===== src/hw/rtl/lpm_pkg.sv =====
// Shared types, codes and constants of the longest-prefix-match table.
`timescale 1ns / 1ps
package lpm_pkg;

    localparam int ENTRIES_DEF   = 64;
    localparam int PEER_BITS_DEF = 8;

    localparam int OP_W       = 2;
    localparam int ADDR_W     = 64;
    localparam int LEN_W      = 8;
    localparam int PEER_ID_W  = 8;
    localparam int STATUS_W   = 2;
    localparam int PREFIX_W   = 2 * ADDR_W;
    localparam int V4_ADDR_W  = 32;

    localparam logic [LEN_W-1:0] V4_MAX_LEN = LEN_W'(32);
    localparam logic [LEN_W-1:0] V6_MAX_LEN = LEN_W'(128);

    localparam int S_DATA_W = 2 * ADDR_W + LEN_W + PEER_ID_W;
    localparam int S_USER_W = OP_W + 1;
    localparam int M_DATA_W = PEER_ID_W;
    localparam int M_USER_W = STATUS_W + 1;

    typedef enum logic [OP_W-1:0] {
        OP_INSERT = 2'd0,
        OP_LOOKUP = 2'd1,
        OP_REMOVE = 2'd2,
        OP_NONE   = 2'd3
    } op_t;

    typedef enum logic [STATUS_W-1:0] {
        ST_OK       = 2'd0,
        ST_TOO_LONG = 2'd1,
        ST_FULL     = 2'd2
    } status_t;

    typedef enum logic [2:0] {
        S_CLEAR,
        S_IDLE,
        S_SCAN,
        S_DRAIN,
        S_DONE
    } state_t;

    // Commands from the controller to the datapath.
    typedef struct packed {
        logic clr;     // write an empty row at the sweep index
        logic load;    // take the input beat and restart the sweep
        logic rd;      // read the row at the sweep index
        logic finish;  // commit an insert and load the result register
    } cmd_t;

    // Status from the datapath to the controller.
    typedef struct packed {
        logic last;      // sweep index is at the last row
        logic out_free;  // result register can take a new beat
    } sts_t;

    // Network mask for a prefix length within the family's limit.
    function automatic logic [PREFIX_W-1:0] prefix_mask(input logic v6,
                                                        input logic [LEN_W-1:0] len);
        logic [V4_ADDR_W-1:0] m4;
        logic [PREFIX_W-1:0]  m6;
        m4 = ~({V4_ADDR_W{1'b1}} >> len);
        m6 = ~({PREFIX_W{1'b1}} >> len);
        if (v6) begin
            return m6;
        end
        return {{(PREFIX_W - V4_ADDR_W){1'b0}}, m4};
    endfunction

endpackage


===== src/hw/rtl/lpm_ctrl.sv =====
// Controller state machine of the longest-prefix-match table.
`timescale 1ns / 1ps
module lpm_ctrl
    import lpm_pkg::*;
(
    input  logic aclk,
    input  logic aresetn,
    input  logic s_tvalid,
    output logic s_tready,
    input  sts_t sts,
    output cmd_t cmd
);

    state_t state_reg;
    state_t state_next;

    always_ff @(posedge aclk) begin
        if (!aresetn) begin
            state_reg <= S_CLEAR;
        end else begin
            state_reg <= state_next;
        end
    end

    always_comb begin
        state_next = state_reg;
        cmd        = '0;
        s_tready   = 1'b0;
        case (state_reg)
            S_CLEAR: begin
                cmd.clr = 1'b1;
                if (sts.last) begin
                    state_next = S_IDLE;
                end
            end
            S_IDLE: begin
                s_tready = 1'b1;
                if (s_tvalid) begin
                    cmd.load   = 1'b1;
                    state_next = S_SCAN;
                end
            end
            S_SCAN: begin
                cmd.rd = 1'b1;
                if (sts.last) begin
                    state_next = S_DRAIN;
                end
            end
            S_DRAIN: begin
                // The last row read is being evaluated in this cycle.
                state_next = S_DONE;
            end
            S_DONE: begin
                if (sts.out_free) begin
                    cmd.finish = 1'b1;
                    state_next = S_IDLE;
                end
            end
            default: begin
                state_next = S_CLEAR;
            end
        endcase
    end

endmodule


===== config.mk =====
export PLATFORM = sky130hd
export DESIGN_NAME = lpm_ctrl
export DESIGN_NICKNAME = d
export VERILOG_FILES = /design/src/hw/rtl/lpm_pkg.sv /design/src/hw/rtl/lpm_ctrl.sv
export SDC_FILE = /design/constraint.sdc
export NUM_CORES = 1
export LEC_CHECK = 0
export ABC_AREA = 1
export BUFFER_PORTS_ARGS = -buffer_cell sky130_fd_sc_hd__buf_2
export CELL_PAD_IN_SITES_DETAIL_PLACEMENT = 0
export CELL_PAD_IN_SITES_GLOBAL_PLACEMENT = 2
export CORE_MARGIN = 3
export CORE_UTILIZATION = 16
export DETAILED_ROUTE_END_ITERATION = 8
export GPL_TIMING_DRIVEN = 0
export PLACE_DENSITY = 0.61
export SYNTH_ARGS = -nofsm -noshare
export SYNTH_HDL_FRONTEND = slang
export SYNTH_SLANG_ARGS = --single-unit

===== constraint.sdc =====
create_clock -name aclk -period 0.9 [get_ports aclk]
set_input_delay 0.045 -clock aclk [delete_from_list [all_inputs] [get_ports aclk]]
set_output_delay 0.045 -clock aclk [all_outputs]
set_load 0.02 [all_outputs]

==> impl_metrics.csv <==
group,metric,value,unit
clock_network,clk_pin_slew,0.03,ns
detailed_routing,drt.antenna.violating_nets,0,
yosys,yosysUniqueCellTypes,10,
power_and_ir_drop,p_total,1063,uW
finish,nNetsFinal,58,
power_and_ir_drop,ir_drop,1060,uV
finish,largest_reg_flops,3,
yosys,syn_inst,35,
worst_setup_path,endpoint_kind,"output port",
clock_network,root_buffer,"clkbuf_4",
floorplanning,die_w,42.03,um
yosys,synth_mux_area_share,0,%
job,drv_cap,0,
worst_setup_path,reg2reg_to,"state_reg[0]$_SDFFE_PN0P_",
worst_setup_path,cp_max_fo,4,
finish,area_delta_synth_final,97.59,%
timing,hold_slack,0.05450,ns
global_routing,grt_first_pass_wirelength,862,um
min_path,holdPathEnd,"state_reg[0]$_SDFFE_PN0P_",
power_and_ir_drop,power_density,2589,nW/um^2
global_routing,grt_usage,6.321,%
detailed_routing,drcViolationCount,0,
timing,hold_viol,0,
finish,diodes,0,
worst_setup_path,required,0.85,ns
worst_setup_path,reg2reg_from,"state_reg[0]$_SDFFE_PN0P_",
timing,finalSetupViolations,7,
floorplanning,die_y,42.03,um
timing,max_freq,947.5,MHz
timing,slew_viol_final,0,
yosys,synth_compound_area_share,6.024,%
finish,layout-drive-gt1-share,65.38,%
floorplanning,die-area,1767,um^2
status,violations,"setup timing",
place,io_buffers,9,
floorplanning,core.rowCount,12,
global_routing,antenna_found_initial,0,
detailed_routing,vias,253,
yosys,syn_area,207.7,um^2
timing,fin_skew,0.003196,ns
yosys,syn_nets,40,
yosys,yosys_warnings,0,
min_path,hold_depth,3,
yosys,synth_seq_cells,3,
clock_network,cts_tree,"yes",
status,status,"finished, violations left",
timing,slew_headroom,90.08,%
finish,fillers,124,
worst_setup_path,reg2reg_setup_slack,-0.14,ns
clock_network,htree_levels,1,
timing,fin_crit_sh,117.3,%
place,place_ws,-0.07497,ns
timing,tightest_slew,0.1484,ns
worst_setup_path,path_class,"flip-flop to output port",
floorplanning,num_io_pins,10,
floorplanning,core,1156,um^2
clock_network,numCtsBuffers,3,
global_routing,grt_max_degree,7,
timing,fin_ws,-0.1554,ns
yosys,synth_xor_area_share,0,%
clock_network,cts.sinks,3,
worst_setup_path,worstSetupStartpointType,"flip-flop",
detailed_routing,drt_iter0_markers,0,
floorplanning,start_util,17.97,%
global_routing,grt_pass1_vias,220,
timing,timing.final.crit_period,1.055,ns
worst_setup_path,crit_arrival,1.01,ns
place,gp_congestion,0.6661,
place,hpwl,384,um
clock_network,clkLatencyLatePin,0.23,ns
min_path,hp-class,"primary input to flip-flop",
yosys,synth_top_family_by_area,"simple AND/OR/NAND/NOR gates",
detailed_routing,wl,534,um
global_routing,grt.overflow.total,0,
detailed_routing,wl_per_cell,8.091,um
clock_network,cts_hold_buf,0,
worst_setup_path,reg2reg_depth,7,
yosys,ys_seq_area_share,28.92,%
detailed_routing,vias_per_cell,3.833,
yosys,synth_fa_ha_area_share,0,%
power_and_ir_drop,p_leak,0.0002082,uW
clock_network,clock_path_buffers,2,
detailed_routing,dr.pass1.iters,1,
yosys,synth-simple-area-share,48.80,%
min_path,hp-start,"aresetn",
timing,rsz0062_at_grt,"true",
yosys,syn_avg_cell_area,5.934,um^2
synth_stat cells:
master | number | share of area, %
nor2_1 | 6 | 11
a21oi_1 | 1 | 2.4
inv_1 | 9 | 16
nor2_2 | 2 | 6.0
dfxtp_1 | 3 | 29
nand3_2 | 2 | 9.6
nand2_1 | 7 | 13
nor3_1 | 1 | 2.4
nand3_1 | 3 | 7.2
a21boi_1 | 1 | 3.6
timing repair:
item	in CTS	in global routing
setup endpoints to repair	7	7
buffers inserted	2	2
pin swaps	2	2
gates resized for setup	11	14
hold endpoints to repair	0	0
cells by family (layout without fill, tap and decap cells):
group,count (synthesis),count (layout)
flops,3,3
buf+inv,9,26
compound gates,2,2
simple gates,21,21
routing by layer:
metal	global-route usage [%]	vias up	routed length, um
li1	-	140	-
met1	7.161	108	222
met2	9.259	5	277
met3	6.009	0	34
met4	0	0	0
met5	0	-	0
layout make-up:
cell class	instances	area (um^2)	share of cell area, %
clock buffers	4	26.28	6.402
inverters	9	33.78	8.232
multi-input cells	23	162.7	39.63
flip-flops and latches	3	71.32	17.38
well taps	14	17.52	4.268
repair buffers	13	98.84	24.09
per-stage QoR:
step	util (%)	cell area, um^2	instances	TNS [ns]
floorplan	-	220.2	35	0
global placement	24.46	282.8	58	-0.1355
detailed placement	24.46	282.8	58	-0.1176
CTS	30.19	349.1	64	-0.8716
global route	35.50	410.4	66	-1.370
finish	35.50	410.4	66	-0.8822
layout by cell type (no fill, tap or decap), drive strengths merged:
master | synthesis | layout
nand3 | 5 | 5
nor3 | 1 | 1
buf | 0 | 13
nor2 | 8 | 8
clkbuf | 0 | 4
dfxtp | 3 | 3
a21oi | 1 | 1
a21boi | 1 | 1
nand2 | 7 | 7
inv | 9 | 9
critical path: stages, from the launching register on:
cell	delay, ns
dfxtp_4	0.36
nor2_4	0.13
inv_2	0.05
nor3_2	0.09
buf_4	0.16
where the power goes:
part,internal [uW],total (uW),switching (uW)
sequential,177,244,67.2
combinational,293,589,296
clock,166,230,63.9
worst max path at each step:
stage	end	slack, ns	cells after the start	from
finish	cmd[0]	-0.16	4	state_reg[1]$_SDFFE_PN0P_
global route	cmd[2]	-0.22	4	state_reg[2]$_SDFFE_PN0P_
CTS	cmd[0]	-0.17	4	state_reg[1]$_SDFFE_PN0P_
detailed placement	state_reg[1]$_SDFFE_PN0P_	-0.07	5	state_reg[2]$_SDFFE_PN0P_
global placement	state_reg[1]$_SDFFE_PN0P_	-0.10	6	state_reg[2]$_SDFFE_PN0P_
floorplan	state_reg[1]$_SDFFE_PN0P_	0.005	6	state_reg[2]$_SDFFE_PN0P_
No activity file was read; power rests on OpenSTA's default activity.
